`src/sv/sri_pkg.sv`:
```
// Shared types and codes for the segment/rectangle intersection block
`timescale 1ns / 1ps

package sri_pkg;

  typedef enum logic [1:0] {
    EDGE_TOP    = 2'd0,
    EDGE_LEFT   = 2'd1,
    EDGE_BOTTOM = 2'd2,
    EDGE_RIGHT  = 2'd3
  } edge_sel_t;

  typedef struct packed {
    logic      hit;
    logic      has_point;
    edge_sel_t edge_idx;
    logic      last;
  } res_ctrl_t;

endpackage

```
`src/sv/sri_back.sv`:
```
// Back end: issue crossings, divide through a bit-per-stage pipeline, register results
`timescale 1ns / 1ps

module sri_back import sri_pkg::*; #(
  parameter int CW = 16,
  parameter int EW = 5 + 4 * (4 * CW + 2)
) (
  input  logic          clk,
  input  logic          rst_n,
  input  logic          q_valid,
  input  logic [EW-1:0] q_data,
  output logic          q_pop,
  output logic          out_valid,
  input  logic          out_ready,
  output res_ctrl_t     out_ctrl,
  output logic [CW-1:0] out_x,
  output logic [CW-1:0] out_y
);

  localparam int NUMW = 2 * CW + 1;
  localparam int RW   = 2 * CW;

  typedef struct packed {
    logic signed [NUMW-1:0] num;
    logic        [CW-1:0]   ra;
    logic signed [CW:0]     c;
  } edge_rec_t;

  typedef struct packed {
    logic            in_box;
    logic [3:0]      got;
    edge_rec_t [3:0] e;
  } item_rec_t;

  function automatic logic [CW-1:0] sat(input logic signed [CW:0] v);
    logic [CW-1:0] r;
    if (v[CW] != v[CW-1]) begin
      r = v[CW] ? {1'b1, {(CW-1){1'b0}}} : {1'b0, {(CW-1){1'b1}}};
    end else begin
      r = v[CW-1:0];
    end
    return r;
  endfunction

  logic      en;
  logic      out_v_r;
  item_rec_t head;
  logic [3:0] done_r, remaining, sel, after;
  edge_sel_t idx;
  logic      last_op, has_pt;
  edge_rec_t er;
  logic signed [NUMW-1:0] num_neg;
  res_ctrl_t ctrl0;

  assign en        = !out_v_r || out_ready;
  assign head      = q_data;
  assign remaining = head.got & ~done_r;
  assign sel       = remaining & (~remaining + 4'd1);
  assign after     = remaining & ~sel;
  assign last_op   = (after == 4'd0);
  assign has_pt    = (remaining != 4'd0);
  assign q_pop     = q_valid && en && last_op;

  always_comb begin
    if (sel[1]) begin
      idx = EDGE_LEFT;
    end else if (sel[2]) begin
      idx = EDGE_BOTTOM;
    end else if (sel[3]) begin
      idx = EDGE_RIGHT;
    end else begin
      idx = EDGE_TOP;
    end
  end

  assign er      = head.e[idx];
  assign num_neg = -er.num;

  always_comb begin
    ctrl0.hit       = has_pt || head.in_box;
    ctrl0.has_point = has_pt;
    ctrl0.edge_idx  = idx;
    ctrl0.last      = last_op;
  end

  always_ff @(posedge clk) begin
    if (!rst_n) begin
      done_r <= 4'd0;
    end else if (q_pop) begin
      done_r <= 4'd0;
    end else if (q_valid && en) begin
      done_r <= done_r | sel;
    end
  end

  // divider pipeline, one quotient bit per stage
  logic                 v_r   [CW+1];
  logic [RW-1:0]        rem_r [CW+1];
  logic [CW-1:0]        q_r   [CW+1];
  logic [CW-1:0]        dv_r  [CW+1];
  logic                 sg_r  [CW+1];
  logic signed [CW:0]   c_r   [CW+1];
  res_ctrl_t            ct_r  [CW+1];

  always_ff @(posedge clk) begin
    if (!rst_n) begin
      v_r[0] <= 1'b0;
    end else if (en) begin
      v_r[0] <= q_valid;
    end
  end

  always_ff @(posedge clk) begin
    if (en) begin
      rem_r[0] <= er.num[NUMW-1] ? num_neg[RW-1:0] : er.num[RW-1:0];
      q_r[0]   <= '0;
      dv_r[0]  <= er.ra;
      sg_r[0]  <= er.num[NUMW-1];
      c_r[0]   <= er.c;
      ct_r[0]  <= ctrl0;
    end
  end

  for (genvar s = 0; s < CW; s++) begin : g_div
    localparam int J = CW - 1 - s;
    logic [RW-1:0] dsh;
    logic          ge;

    assign dsh = {{CW{1'b0}}, dv_r[s]} << J;
    assign ge  = (rem_r[s] >= dsh);

    always_ff @(posedge clk) begin
      if (!rst_n) begin
        v_r[s+1] <= 1'b0;
      end else if (en) begin
        v_r[s+1] <= v_r[s];
      end
    end

    always_ff @(posedge clk) begin
      if (en) begin
        rem_r[s+1] <= ge ? (rem_r[s] - dsh) : rem_r[s];
        q_r[s+1]   <= q_r[s] | ({{(CW-1){1'b0}}, ge} << J);
        dv_r[s+1]  <= dv_r[s];
        sg_r[s+1]  <= sg_r[s];
        c_r[s+1]   <= c_r[s];
        ct_r[s+1]  <= ct_r[s];
      end
    end
  end

  // result register
  logic signed [CW:0] at_pos, at, xf, yf;
  res_ctrl_t          ctf;
  res_ctrl_t          out_ctrl_r;
  logic [CW-1:0]      out_x_r, out_y_r;

  assign ctf    = ct_r[CW];
  assign at_pos = $signed({1'b0, q_r[CW]});
  assign at     = sg_r[CW] ? -at_pos : at_pos;
  assign xf     = ctf.edge_idx[0] ? c_r[CW] : at;
  assign yf     = ctf.edge_idx[0] ? at : c_r[CW];

  always_ff @(posedge clk) begin
    if (!rst_n) begin
      out_v_r <= 1'b0;
    end else if (en) begin
      out_v_r <= v_r[CW];
    end
  end

  always_ff @(posedge clk) begin
    if (en) begin
      out_ctrl_r <= ctf;
      out_x_r    <= ctf.has_point ? sat(xf) : '0;
      out_y_r    <= ctf.has_point ? sat(yf) : '0;
    end
  end

  assign out_valid = out_v_r;
  assign out_ctrl  = out_ctrl_r;
  assign out_x     = out_x_r;
  assign out_y     = out_y_r;

endmodule

```
`config.mk`:
```
export PLATFORM = sky130hd
export DESIGN_NAME = sri_back
export DESIGN_NICKNAME = d
export VERILOG_FILES = /design/src/sv/sri_pkg.sv /design/src/sv/sri_back.sv
export SDC_FILE = /design/constraint.sdc
export NUM_CORES = 2
export LEC_CHECK = 0
export ABC_AREA = 1
export ABC_CLOCK_PERIOD_IN_PS = 95400
export BUFFER_PORTS_ARGS = -buffer_cell sky130_fd_sc_hd__buf_2
export CORE_MARGIN = 2
export CORE_UTILIZATION = 50
export DETAILED_ROUTE_END_ITERATION = 12
export GPL_ROUTABILITY_DRIVEN = 0
export PLACE_DENSITY = 0.67
export SLEW_MARGIN = 20
export SYNTH_ARGS = -nofsm -noshare
export SYNTH_HDL_FRONTEND = slang
export SYNTH_SLANG_ARGS = --single-unit
export TNS_END_PERCENT = 5
```
`constraint.sdc`:
```
create_clock -name clk -period 95.4 [get_ports clk]
set_input_delay 14.31 -clock clk [delete_from_list [all_inputs] [get_ports clk]]
set_output_delay 14.31 -clock clk [all_outputs]
set_load 0.05 [all_outputs]
```
; ---- Word-level counts from Yosys, hierarchy flattened
; Memories as Yosys holds them, arrays and structs flattened. A register that Yosys moved wholly into a read port is not among the register bits.
; Cells that the tools add are included.
; Widths: inputs -> output; s select.
[totals]
in_bits = 273
output_inout_bits = 39
ff_bits = 41
mem_count = 7
ram_bits = 1496
[classes]
n_mux = 51
n_reduce_logical = 9
n_eq_ne = 2
add_sub_neg = 19
bitwise = 41
magnitude_cmp = 17
[memory_table]
columns = memory, words, word_bits, read_ports, rd_clocked_by_memory_dff, write_ports, line
row1 = rem_r, 17, 32, 16, 0, 17, sri_back.sv:98  ; logic [RW-1:0] rem_r [CW+1];
row2 = c_r, 17, 17, 17, 0, 17, sri_back.sv:102  ; logic signed [CW:0] c_r [CW+1];
row3 = dv_r, 17, 16, 16, 0, 17, sri_back.sv:100  ; logic [CW-1:0] dv_r [CW+1];
row4 = q_r, 17, 16, 17, 0, 17, sri_back.sv:99  ; logic [CW-1:0] q_r [CW+1];
row5 = ct_r, 17, 5, 17, 0, 17, sri_back.sv:103  ; res_ctrl_t ct_r [CW+1];
row6 = sg_r, 17, 1, 17, 0, 17, sri_back.sv:101  ; logic sg_r [CW+1];
row7 = 1 more memories, n/a, n/a, n/a, n/a, n/a, n/a
[ops]
columns = cell, n
row1 = $mux 32, 17
row2 = $bmux 66 s2, 1
row3 = $mux 66, 1
row4 = $mux 16, 4
row5 = $mux 17, 3
row6 = $ge 32x16->1, 1
row7 = $ge 32x17->1, 1
row8 = $ge 32x18->1, 1
row9 = $ge 32x19->1, 1
row10 = $ge 32x20->1, 1
row11 = $ge 32x21->1, 1
row12 = $ge 32x22->1, 1
row13 = $ge 32x23->1, 1
row14 = $ge 32x24->1, 1
row15 = $ge 32x25->1, 1
row16 = $ge 32x26->1, 1
row17 = $ge 32x27->1, 1
row18 = $ge 32x28->1, 1
row19 = $ge 32x29->1, 1
row20 = $ge 32x30->1, 1
row21 = $ge 32x31->1, 1
row22 = $neg 32->32, 1
row23 = $sub 32x16->32, 1
row24 = $sub 32x17->32, 1
row25 = 47 further kinds, 94

; ---- Longest topological paths before layout
[logic_depth]
depth_word = 12
mapped_depth = 20
depth_no_buf = 18

; ---- Worst setup path before layout
; OpenSTA, ideal clock, no wires.
[synth_path]
path_type = input to register
start = in out_ready
end = mem v_r[0], data pin
path_slack_ns = 50.191
t_arrival_ns = 45.064
setup_ns = 0.145
cell_stages = 5
cell_sequence = nor2_1 -> inv_1 -> nand2_1 -> clkbuf_1 -> nor2_1
[synth_rtl]
columns = element, line
row1 = "start, declared", sri_back.sv:14  ; input logic out_ready,
row2 = "end, declared", sri_back.sv:97  ; logic v_r [CW+1];

; ---- Final worst setup path
[layout_path]
start = in out_ready
end = out q_pop
[layout_via]
elab_chain_cells = 3
[layout_lines]
columns = element, line
row1 = $logic_or 1x1->1, sri_back.sv:55  ; assign en = !out_v_r || out_ready;
row2 = $logic_and 1x1->1 (2 in a row), sri_back.sv:62  ; assign q_pop = q_valid && en && last_op;
row3 = "end, declared", sri_back.sv:12  ; output logic q_pop,
; Every way passes these cells.

==> flow_summary.yaml <==
outcome:
  status: "finished clean"
critical_path:
  cp_top_family: "simple AND/OR/NAND/NOR gates"
  critPathMaxStageDelay_ns: 0.43
  path_buf_inv: 3
  cp.required_ns: 81.09
  end_kind: "output pin"
  crit_chain: "buf_2 -> nor2_1 -> nor2_1 -> nand2_1 -> inv_1 -> buf_2"
  r2r_slack_ns: 89.59
  cp_max_fo: 5
  path_class: "input port to output pin"
  slowest_stage: "nor2_1"
  startpoint_type: "input port"
  critical_path_arrival_ns: 15.42
cells_and_area:
  nNetsFinal: 7134
  synthToLayoutAreaGrowth_pct: 12.32
  final_common_cell: "edfxtp_1"
  fill_cells: 11060
  final_cell_mix: "edfxtp_1, nand2_1, inv_1, nor2_1, o21ai_0"
  drive_above_1_share: 0.09451
die:
  dieArea_um2: 134800
  core_area_um2: 131100
  initial_core_util: 0.5029
  die_width_um: 367.2
  die_h_um: 367.2
  core.rowCount: 133
  io_pins: 312
global_route:
  grt_max_degree: 193
  grt_pass1_vias: 44770
  grt_pass1_wl_um: 226700
  grtUsageTotal: 0.2099
  antenna_found_initial: 8
  grt-ovfl-total: 0
detailed_routing:
  drc: 0
  wl_per_cell_um: 16.82
  antenna_left: 0
  via_per_inst: 5.368
  num_vias: 45390
  drt_iter0_markers: 2993
  drt_first_pass_iters: 7
  drt_wl_total_um: 142200
clock_network:
  clk_pin_slew_worst_paths_ns: 0.06
  cts_root_buf: "clkbuf_16"
  htreeDepth: 4
  hold_buffers: 0
  insertion_delay_ns: 0.75
  cts_sinks: 1354
  cts_tree: "built"
  clockBufferDepth: 3
  post_cts_buffers: 0
  cts.repair.resized: 0
  cts_buffers: 144
worst_hold_path:
  hold_class: "flop to flop"
timing:
  skew_ns: 0.02654
  fmax_mhz: 33.64
  final-hold-violation-count: 0
  setup_viol: 0
  fin_crit_ns: 29.73
  tns_ns: 0
  post-route-period-util: 0.3116
  tightest_slew_ns: 1.036
  rsz0062_at_grt: "no"
  slew_headroom: 0.3095
  drv_slew: 0
synthesis:
  ys.flop_type: "edfxtp_1"
  synth_top_family_by_area: "simple AND/OR/NAND/NOR gates"
  synthMuxAreaShare: 0
  syn_area_um2: 65950
  ys_types: 64
  synthCells: 6228
  synth_edf_count: 1348
  synth-compound-area-share: 0.08834
  avgSynthCellArea_um2: 10.59
  synthAdderAreaFrac: 0.05350
  synthXorXnorAreaFrac: 0.03931
  ys_ff_latch: 1354
  ys_seq_area_frac: 0.6156
  synth_nets: 6774
  async_reset_ff_frac: 0
  yosysWarnings: 0
  synth-simple-area-share: 0.1494
placement:
  portBuffers: 311
  hpwlAfterDp_um: 106400
pwr:
  power_density_nw_per_um2: 33.52
  ir_worst_vdd_uv: 17.28
  power_mw: 2.483
  p_leak_nw: 30.18
flow_run:
  drv_cap: 0
[sequential cells by signal, summed over array words and instances, names as in the netlist]
| name | cells |
|---|---|
| out_y | 16 |
| out_x | 16 |
| q_r | 136 |
| v_r | 17 |
| sg_r | 17 |
| dv_r | 256 |
| c_r | 289 |
| done_r | 4 |
| ct_r | 85 |
| out_ctrl | 5 |
| rem_r | 512 |
| out_valid | 1 |
[worst paths after layout]
check,start,endpoint,depth (start not counted)
hold reg to reg,ct_r[0][48],ct_r[0][53],0
setup / recovery,out_ready,q_pop,6
hold / removal,ct_r[0][48],ct_r[0][53],0
setup reg to reg,out_valid,rem_r[0][506],8
[cell type report]
class	instances	area, um^2	area share
flip-flops and latches	1354	40600	0.5481
multi-input cells	3965	21830	0.2947
clock buffers	166	3707	0.05005
inverters	789	2969	0.04008
well taps	1755	2196	0.02965
repair buffers	334	1765	0.02383
clock inverters	90	998.5	0.01348
diodes	3	7.507	0.0001014
[cells by family after synthesis]
group           Yosys count
fa+ha+maj               273
xor+xnor                296
buf+inv                 909
simple gates           2344
compound gates         1052
flops                  1354
[metrics by stage]
stage                     cells  utilization  hold WS [ns]  instance area, um^2  setup WS, ns
after detailed placement   8196       0.5286        0.4045                69320         65.68
after global placement     8196       0.5286        0.4001                69320         65.68
after global routing       8456       0.5649        0.4073                74070         65.60
final                      8456       0.5649        0.4048                74070         65.67
after floorplan            6228            -        0.4003                65950         50.19
after CTS                  8452       0.5645        0.4042                74020         65.68
[cell usage after synthesis (7+ instances only)]
cell type     n  area share
o21ai_1      31      0.0024
fa_1         15      0.0046
buf_4        10      0.0011
nand3b_1     12      0.0014
inv_2        21      0.0012
ha_1        258       0.049
a211oi_1      7     0.00080
o21ai_0     454       0.034
edfxtp_1   1348        0.61
a21oi_1     374       0.028
nor4_1       56      0.0053
buf_2        53      0.0040
nor2_1      628       0.036
or2_2        44      0.0042
nand4_1      66      0.0063
o21a_1       18      0.0020
a31oi_1      23      0.0022
inv_1       764       0.043
xnor2_1     148       0.020
o32ai_1      33      0.0044
xor2_1      148       0.020
a21boi_0      8     0.00091
nor3_1       70      0.0053
o21bai_1     15      0.0017
nand2_1    1125       0.064
a21o_1       22      0.0025
clkbuf_1     51      0.0029
o211ai_1     22      0.0025
nand3_1     310       0.024
o2111ai_1    17      0.0023
[power by group]
group          internal, mW  switching (mW)  total [mW]
Combinational         0.326           0.587       0.914
Sequential            0.913           0.107        1.02
Clock                 0.320           0.229       0.549
Total                  1.56           0.924        2.48
[layer usage]
metal | wire length [um] | GRT usage | up-vias
met3 | 6447 | 0.03507 | 518
li1 | - | - | 22320
met4 | 8850 | 0.1265 | 6
met2 | 74890 | 0.3917 | 1470
met1 | 52020 | 0.2193 | 21080
met5 | 29 | 0 | -
(Power assumes the default switching activity.)
