### src/sv/sri_pkg.sv
// Shared types and codes for the segment/rectangle intersection block
`timescale 1ns / 1ps

package sri_pkg;

  typedef enum logic [1:0] {
    EDGE_TOP    = 2'd0,
    EDGE_LEFT   = 2'd1,
    EDGE_BOTTOM = 2'd2,
    EDGE_RIGHT  = 2'd3
  } edge_sel_t;

  typedef struct packed {
    logic      hit;
    logic      has_point;
    edge_sel_t edge_idx;
    logic      last;
  } res_ctrl_t;

endpackage

### src/sv/sri_queue.sv
// Two-entry item queue between the front and back ends
`timescale 1ns / 1ps

module sri_queue import sri_pkg::*; #(
  parameter int W = 8
) (
  input  logic         clk,
  input  logic         rst_n,
  input  logic         push_valid,
  output logic         push_ready,
  input  logic [W-1:0] push_data,
  output logic         pop_valid,
  input  logic         pop,
  output logic [W-1:0] pop_data
);

  logic [W-1:0] mem_r [2];
  logic         wp_r, rp_r;
  logic [1:0]   cnt_r, cnt_nxt;
  logic         do_push, do_pop;

  assign push_ready = (cnt_r != 2'd2);
  assign pop_valid  = (cnt_r != 2'd0);
  assign pop_data   = mem_r[rp_r];
  assign do_push    = push_valid && push_ready;
  assign do_pop     = pop && pop_valid;

  always_comb begin
    cnt_nxt = cnt_r;
    case ({do_push, do_pop})
      2'b10:   cnt_nxt = cnt_r + 2'd1;
      2'b01:   cnt_nxt = cnt_r - 2'd1;
      default: cnt_nxt = cnt_r;
    endcase
  end

  always_ff @(posedge clk) begin
    if (!rst_n) begin
      wp_r  <= 1'b0;
      rp_r  <= 1'b0;
      cnt_r <= 2'd0;
    end else begin
      cnt_r <= cnt_nxt;
      if (do_push) begin
        wp_r <= !wp_r;
      end
      if (do_pop) begin
        rp_r <= !rp_r;
      end
    end
  end

  always_ff @(posedge clk) begin
    if (do_push) begin
      mem_r[wp_r] <= push_data;
    end
  end

endmodule

### config.mk
export PLATFORM = sky130hd
export DESIGN_NAME = sri_queue
export DESIGN_NICKNAME = d
export VERILOG_FILES = /design/src/sv/sri_pkg.sv /design/src/sv/sri_queue.sv
export SDC_FILE = /design/constraint.sdc
export NUM_CORES = 1
export LEC_CHECK = 0
export BUFFER_PORTS_ARGS = -buffer_cell sky130_fd_sc_hd__buf_2
export CORE_MARGIN = 2
export CORE_UTILIZATION = 44
export DETAILED_ROUTE_END_ITERATION = 16
export GPL_ROUTABILITY_DRIVEN = 0
export HOLD_SLACK_MARGIN = 0.15
export PLACE_DENSITY = 0.74
export SLEW_MARGIN = 20
export SYNTH_ARGS = -nofsm -noshare
export SYNTH_HDL_FRONTEND = slang
export SYNTH_SLANG_ARGS = --single-unit
### constraint.sdc
create_clock -name clk -period 1.4 [get_ports clk]
set_input_delay 0 -clock clk [delete_from_list [all_inputs] [get_ports clk]]
set_output_delay 0 -clock clk [all_outputs]
set_load 0.05 [all_outputs]
* After elaboration in Yosys (flattened, before gate mapping)
Memories as Yosys holds them, arrays and structs flattened. A register that Yosys moved wholly into a read port is not among the register bits.
Index checks and enable logic that the tools add are counted.
W data, S select, Z words.
** Storage, ports and cells
- Memories :: 1
- Word-level logic and storage cells :: 20
- Bits in registers :: 4
- RAM bits :: 16
- Output and inout port bits :: 10
** Operators by class
- $add $sub $neg :: 2
- Equality and inequality tests :: 3
- Mux-type cells :: 5
- Reductions and logical operators :: 6
** Memory list
- mem_r :: depth 2, width 8, rd ports 1, clocked after memory_dff 1, write ports 1, line sri_queue.sv:17 : logic [W-1:0] mem_r [2];
** Operator list (number)
- $mux W1 :: 4
- $pmux W2 S2 :: 1
- $reduce_bool A2 Y1 :: 2
- $add A2 B1 Y2 const B :: 1
- $eq A2 B1 Y1 const B :: 1
- $eq A2 B2 Y1 const B :: 1
- $logic_and A1 B1 Y1 :: 2
- $logic_not A1 Y1 :: 2
- $ne A2 B2 Y1 const B :: 1
- $sub A2 B1 Y2 const B :: 1

* Depth between registers and ports, before layout
Gate-level depths: netlist (run 1).
- Depth in word-level cells :: 4
- Depth in mapped cells :: 6

* Least setup slack after synthesis (run 1)
OpenSTA, ideal clock, no wires.
- Path kind :: register to register
- Start point :: reg cnt_r[0]
- End point :: reg cnt_r[1]
- Path buffers :: 0
- Data arrival time :: 1815 ps
- Setup slack :: -485 ps
- Clock period less this slack :: 1885 ps
- Stages on the path, launching flop included :: 6
- Path through :: dfxtp_1 nand2b_1 nand2_1 ha_1 or3_1 a21oi_1
** On the way
- Longest elaborated chain between the ends :: 4
- Elaborated cells on any way between the ends :: 10
** RTL lines
- start: declaration :: line sri_queue.sv:19 : logic [1:0] cnt_r, cnt_nxt;
- start signal: assignment :: line sri_queue.sv:43 : cnt_r <= cnt_nxt;
- $ne A2 B2 Y1 (*) :: line sri_queue.sv:22 : assign push_ready = (cnt_r != 2'd2);
- net push_ready :: line sri_queue.sv:10 : output logic push_ready,
- $logic_and A1 B1 Y1 (*) :: line sri_queue.sv:25 : assign do_push = push_valid && push_ready;
- $eq A2 B1 Y1 / $eq A2 B2 Y1 (equally long branches) :: line sri_queue.sv:30 : case ({do_push, do_pop})
- $pmux W2 S2 / $reduce_bool A2 Y1 (equally long branches)
The timed path passes the listed nets; every way through them passes the cells marked *.
A chain may end at the register's enable or synchronous reset.

* Worst setup path in the final report (run 1)
- Start point :: reg cnt_r[1]
- End point :: reg cnt_r[1]
** On the way
- Longest elaborated chain between the ends :: 4
- Elaborated cells on any way between the ends :: 10
** RTL lines
- $reduce_bool A2 Y1 (*) :: line sri_queue.sv:23 : assign pop_valid = (cnt_r != 2'd0);
- $logic_and A1 B1 Y1 (*) :: line sri_queue.sv:26 : assign do_pop = pop && pop_valid;
- net do_pop :: line sri_queue.sv:20 : logic do_push, do_pop;
- $eq A2 B1 Y1 / $eq A2 B2 Y1 (equally long branches) :: line sri_queue.sv:30
- $pmux W2 S2 / $reduce_bool A2 Y1 (equally long branches)
Marked as above.

==> flow_summary.ini, run 1 <==
[timing]
final_hold_viol_count = 0
worst_slew_pin_slew_ns = 0.317
fin_skew_ns = 0.00651
final-setup-viol-count = 0
period_share_pct = 99.6
slew_headroom_pct = 78.8
slew_viol_final = 0
fin_crit_ns = 1.39
rsz0062_at_grt = true
fmax_ghz = 0.717

[power_and_ir_drop]
pwr-share-seq_pct = 40.8
p_int_mw = 1.34
p_clk_share_pct = 12.0
powerDensity_nw_per_um2 = 1960
share_comb_of_total_power_pct = 47.3
switching_share_pct = 40.3
p_leak_nw = 0.451
ir_drop_mv = 1.42
switching_power_mw = 0.904

[routing]
vias = 518
route.met3.wl_um = 61
viasPerCell = 4.63
wl_met2_um = 764
wl_met1_um = 528
dr.pass1.iters = 3
wire_per_inst_um = 12.3
final_antenna_net_count = 0
drc = 0
finalWirelength_um = 1380
drt-initial-drc-count = 1
highest_layer = met4

[grt]
grt_pass1_vias = 540
grt_overflow = 0
grt_use_total_pct = 14.5
grt_max_degree = 12
antenna_found_initial = 0
grt_pass1_wl_um = 2130

[hold_path]
worstHoldStart = pop
hold_path_depth = 5
whs_endpoint = rp_r
hold_path_class = in -> reg

[finish]
fillerInstances = 156
multi_input_area_um2 = 251
final_core_util_pct = 66.4
seq_area_um2 = 589
final_area_um2 = 1150
syn_to_final_growth_pct = 42.9
instances_no_fill = 112
layout-drive-gt1-share_pct = 51.7
fin_nets = 101
num_antenna_cells = 0

[placement]
placed_cell_area_um2 = 977
dp_cells = 96
dp_hpwl_um = 903
port-buffer-count = 21

[yosys]
synthTopCellsByCount = edfxtp_1, mux2_2, dfxtp_1
synthCells = 50
ys_seq_area_share_pct = 72.4
syn_nets = 63
synth.most_common_cell = edfxtp_1
syn_area_um2 = 802
synthTopCellsByArea = edfxtp_1, dfxtp_1, mux2_2
ys_ff_latch = 21
synth-edff-count = 16
ys_warn_count = 0
ys_async_sr_fraction_pct = 0
synth_ff_type = edfxtp_1
synth_area_per_cell_um2 = 16.0
yosysUniqueCellTypes = 19
synth_top_cell_area_share_pct = 59.9
synth_top_cell_by_area = edfxtp_1

[floorplanning]
num_rows = 15
core_um2 = 1730
die_x_um = 46.7
initial_core_util_pct = 46.4
die_area_um2 = 2180
ios = 22
die_h_um = 46.7

[critical_path]
crit_chain = o21a_4 > ha_4 > or3_1 > a21oi_1
startpoint_type = flop
cp_slowest_stage_delay_ns = 0.38
path_max_fanout = 5
timing.rr.end = cnt_r[1]
crit_type = reg -> reg
r2r_slack_ns = 0.005
r2r-start = cnt_r[1]
crit_arrival_ns = 1.61
crit_required_ns = 1.61
end_kind = flop
slowest_stage = dfxtp_4
worst-r2r-cell-count = 4

[flow_run]
maxCapViolCount = 0

[cts]
clk-insertion-delay-late_ns = 0.28
clock_sinks = 21
clk_path_buf_depth = 2
cts_made_buffers = 3
clock-root-buffer = clkbuf_4
h-tree-depth = 1
clk_pin_slew_worst_paths_ns = 0.10
cts_tree = yes

[outcome]
status = complete, no violations
==> critical path: cells and delay by family, from the launching register on <==
kind	cells	cell delay, ns
AOI/OAI and AO/OA	2	0.35
adders and majority gates	1	0.24
DFF	1	0.38
and+or+nand+nor	1	0.37
==> cells in the final DEF (no fill, tap or decap) <==
| master | instances |
|---|---|
| buf_2 | 21 |
| edfxtp_1 | 16 |
| dlygate4sd3_1 | 10 |
| mux2_2 | 8 |
| nor2_1 | 3 |
| clkbuf_4 | 3 |
| inv_1 | 2 |
| a21oi_1 | 2 |
| dfxtp_4 | 2 |
| buf_4 | 2 |
| dfxtp_1 | 2 |
| o21a_4 | 1 |
| or2_2 | 1 |
| nand2b_4 | 1 |
| xnor2_1 | 1 |
| nand2_4 | 1 |
| and3_1 | 1 |
| nand3b_1 | 1 |
| a21bo_2 | 1 |
| xnor2_2 | 1 |
| o21ai_0 | 1 |
| or3_1 | 1 |
| xor2_1 | 1 |
| ha_4 | 1 |
| dfxtp_2 | 1 |
| clkbuf_1 | 1 |
| buf_12 | 1 |
==> registers in the layout, summed over array words and instances (netlist names), named ones only <==
signal,cells
mem_r,16
rp_r,1
cnt_r,2
wp_r,1
==> worst max path at each step <==
stage,start,slack (ns),endpoint,cells past startpoint
2_1_floorplan,cnt_r[0],-0.02,cnt_r[1],5
3_3_place_gp,cnt_r[1],0.04,cnt_r[1],4
3_5_place_dp,cnt_r[1],-0.02,cnt_r[1],4
4_1_cts,cnt_r[1],0.005,cnt_r[1],4
5_1_grt,cnt_r[1],-0.05,cnt_r[1],5
6_report,cnt_r[1],0.005,cnt_r[1],4
==> metal layers <==
| layer | vias up | track usage [%] |
|---|---|---|
| li1 | 256 | - |
| met1 | 248 | 15.9 |
| met2 | 12 | 26.9 |
| met3 | 2 | 3.53 |
| met4 | 0 | 5.00 |
| met5 | - | 0 |
==> power by group through the flow <==
stage	Sequential [mW]	Clock (mW)	Combinational (mW)
4_1_cts	0.914	0.281	0.993
6_report	0.915	0.269	1.06
5_1_grt	0.936	0.307	1.14
2_1_floorplan	0.868	0	0.800
3_3_place_gp	0.907	0	0.933
3_5_place_dp	0.917	0	0.951
==> metrics by stage <==
step	hold slack [ns]	total power, mW	setup WS [ns]	setup TNS, ns
4_1_cts	0.278	2.19	0.00467	0
6_report	0.227	2.24	0.00512	0
2_1_floorplan	0.0989	1.67	-0.0175	-0.0175
3_3_place_gp	0.188	1.84	0.0376	0
3_5_place_dp	0.194	1.87	-0.0163	-0.0163
5_1_grt	0.239	2.38	-0.0506	-0.0506
==> area by class of cell <==
cell class              instances  share of cell area [%]
well taps                      25                    2.73
flip-flops and latches         21                    51.4
repair buffers                 34                    21.0
clock buffers                   4                    2.29
multi-input cells              26                    21.9
inverters                       2                   0.655
==> cell families (layout without fill, tap and decap cells) <==
family / after synthesis / after routing / share of synthesized area, %
buffers and inverters: 3 / 40 / 1.56
AO/OA/AOI/OAI: 5 / 5 / 4.06
AND/OR/NAND/NOR: 9 / 9 / 5.93
multiplexers: 8 / 8 / 11.2
flip-flops: 21 / 21 / 72.4
XOR/XNOR: 3 / 3 / 3.28
adder cells (fa/ha/maj): 1 / 1 / 1.56
==> repair_timing <==
item	in CTS	in global routing
gates cloned	0	0
endpoints found under the setup margin	9	1
hold buffers	10	0
setup buffers	1	1
pin swaps	1	0
hold endpoints to repair	21	0
resized for setup	3	4
(Power assumes the default switching activity.)
==> run 2: changes to the inputs <==
Settings changed: SETUP_SLACK_MARGIN from default to 0.5, SKIP_CTS_REPAIR_TIMING from default to 1.
==> run 2 against run 1 <==
Effect of this change: the flow now finishes with violations (setup timing); highest routed layer unchanged; final area rose by 10%; clock skew down 0.0039 ns; largest cell class unchanged; critical path depth did not move; worst setup slack got worse by 0.057 ns; clock-buffer cell count unchanged; clock power increased by 6%.
==> flow_summary.ini, run 2 (same netlist as run 1, synthesis figures left out) <==
[outcome]
status = complete, but fails checks
violations = setup timing

[routing]
drc = 0
dr.pass1.iters = 2
vias = 531
wire_per_inst_um = 14.9
drt-initial-drc-count = 5
viasPerCell = 4.74
finalWirelength_um = 1670
final_antenna_net_count = 0

[power_and_ir_drop]
p_int_mw = 1.60
p_leak_nw = 0.505
ir_drop_mv = 1.68
switching_share_pct = 38.5
switching_power_mw = 1.00
pwr-share-seq_pct = 34.1
powerDensity_nw_per_um2 = 2060
share_comb_of_total_power_pct = 54.9
p_clk_share_pct = 10.9

[hold_path]
hold_path_class = in -> reg
hold_path_depth = 4
worstHoldStart = pop

[finish]
reg_top3 = mem_r: 16 flops, cnt_r: 2 flops
final_area_um2 = 1260
num_antenna_cells = 0
most-common-layout-cells = edfxtp_1, buf_2, dlygate4sd3_1, buf_8, mux2_4
largest_reg_flops = 16
fillerInstances = 121
fin_nets = 101
syn_to_final_growth_pct = 57.7
layout-drive-gt1-share_pct = 52.9
final_core_util_pct = 73.3
final_common_cell = edfxtp_1
largest-register = mem_r

[grt]
grt_pass1_vias = 430
antenna_found_initial = 0
grt_use_total_pct = 12.8
grt_overflow = 0
grt_max_degree = 12
grt_pass1_wl_um = 1750

[critical_path]
crit_family = simple AND/OR/NAND/NOR gates
startpoint_type = flop
crit_type = reg -> reg
endpoint = cnt_r[1]
cp-startpoint = cnt_r[0]
crit_arrival_ns = 1.68
slowest_stage = or3_1
r2r_slack_ns = -0.05
end_kind = flop
path_buf_inv = 0
r2r-start = cnt_r[0]
crit_required_ns = 1.63
worst-r2r-cell-count = 4
crit_chain = o21a_4 > ha_4 > or3_1 > a21oi_1
timing.rr.end = cnt_r[1]
path_max_fanout = 4
cp_slowest_stage_delay_ns = 0.39
crit_cells = 4

[floorplanning]
die_area_um2 = 2180
num_rows = 15
die_h_um = 46.7
ios = 22
die_x_um = 46.7
initial_core_util_pct = 46.4
core_um2 = 1730

[placement]
dp_hpwl_um = 899
port-buffer-count = 21
placed_cell_area_um2 = 996
preCtsSetupSlack_ns = -0.0248

[timing]
slew_viol_final = 0
fmax_ghz = 0.689
holdWs_ns = 0.112
final-setup-viol-count = 1
fin_ws_ns = -0.0517
period_share_pct = 104
slew_headroom_pct = 85.4
rsz0062_at_grt = true
worst_slew_pin_slew_ns = 0.216
fin_skew_ns = 0.00261
fin_setup_tns_ns = -0.0517
final_hold_viol_count = 0
fin_crit_ns = 1.45

[cts]
clk_pin_slew_worst_paths_ns = 0.11
clk_path_buf_depth = 2
h-tree-depth = 1
clock_sinks = 21
clock-root-buffer = clkbuf_4
cts_made_buffers = 3
cts_tree = yes
clk-insertion-delay-late_ns = 0.30

[flow_run]
maxCapViolCount = 0
run 2: power groups by stage:
stage | Clock (mW) | Sequential, mW | Combinational [mW]
after detailed placement | 0 | 0.884 | 1.05
final | 0.285 | 0.889 | 1.43
after global routing | 0.323 | 0.900 | 1.50
after CTS | 0.288 | 0.869 | 1.05
after floorplan | 0 | 0.870 | 0.878
after global placement | 0 | 0.875 | 1.03
run 2: metrics by stage:
| step | instances | power [mW] |
|---|---|---|
| after floorplan | 50 | 1.75 |
| after global placement | 96 | 1.90 |
| after detailed placement | 96 | 1.93 |
| after CTS | 100 | 2.21 |
| after global routing | 112 | 2.72 |
| final | 112 | 2.61 |
run 2: area by class of cell:
| cell class | instances | area (um2) | area share, % |
|---|---|---|---|
| Sequential cell | 21 | 587 | 46.4 |
| Clock buffer | 4 | 26.3 | 2.08 |
| Timing Repair Buffer | 34 | 332 | 26.2 |
| Inverter | 2 | 10.0 | 0.791 |
| Tap cell | 25 | 31.3 | 2.47 |
| Multi-Input combinational cell | 26 | 279 | 22.1 |
run 2: tightest hold or removal path, delay by kind of cell:
family	cells	cell delay [ns]
buffers and inverters	1	0.09
and+or+nand+nor	1	0.08
AOI/OAI and AO/OA	1	0.14
xor gates and xnor gates	1	0.08
run 2: worst min-delay path by stage:
stage | end | slack (ns)
2_1_floorplan | mem_r[0][0] | 0.1
3_3_place_gp | mem_r[0][5] | 0.19
3_5_place_dp | mem_r[0][3] | 0.19
4_1_cts | mem_r[1][5] | -0.12
5_1_grt | rp_r | 0.16
6_report | rp_r | 0.11
run 2: per-layer routing:
layer | GRT usage (%) | vias to the layer above | wire length [um]
li1 | - | 259 | -
met1 | 12.3 | 254 | 610
met2 | 22.2 | 16 | 992
met3 | 4.31 | 2 | 54
met4 | 10.0 | 0 | 11
met5 | 0 | - | 0
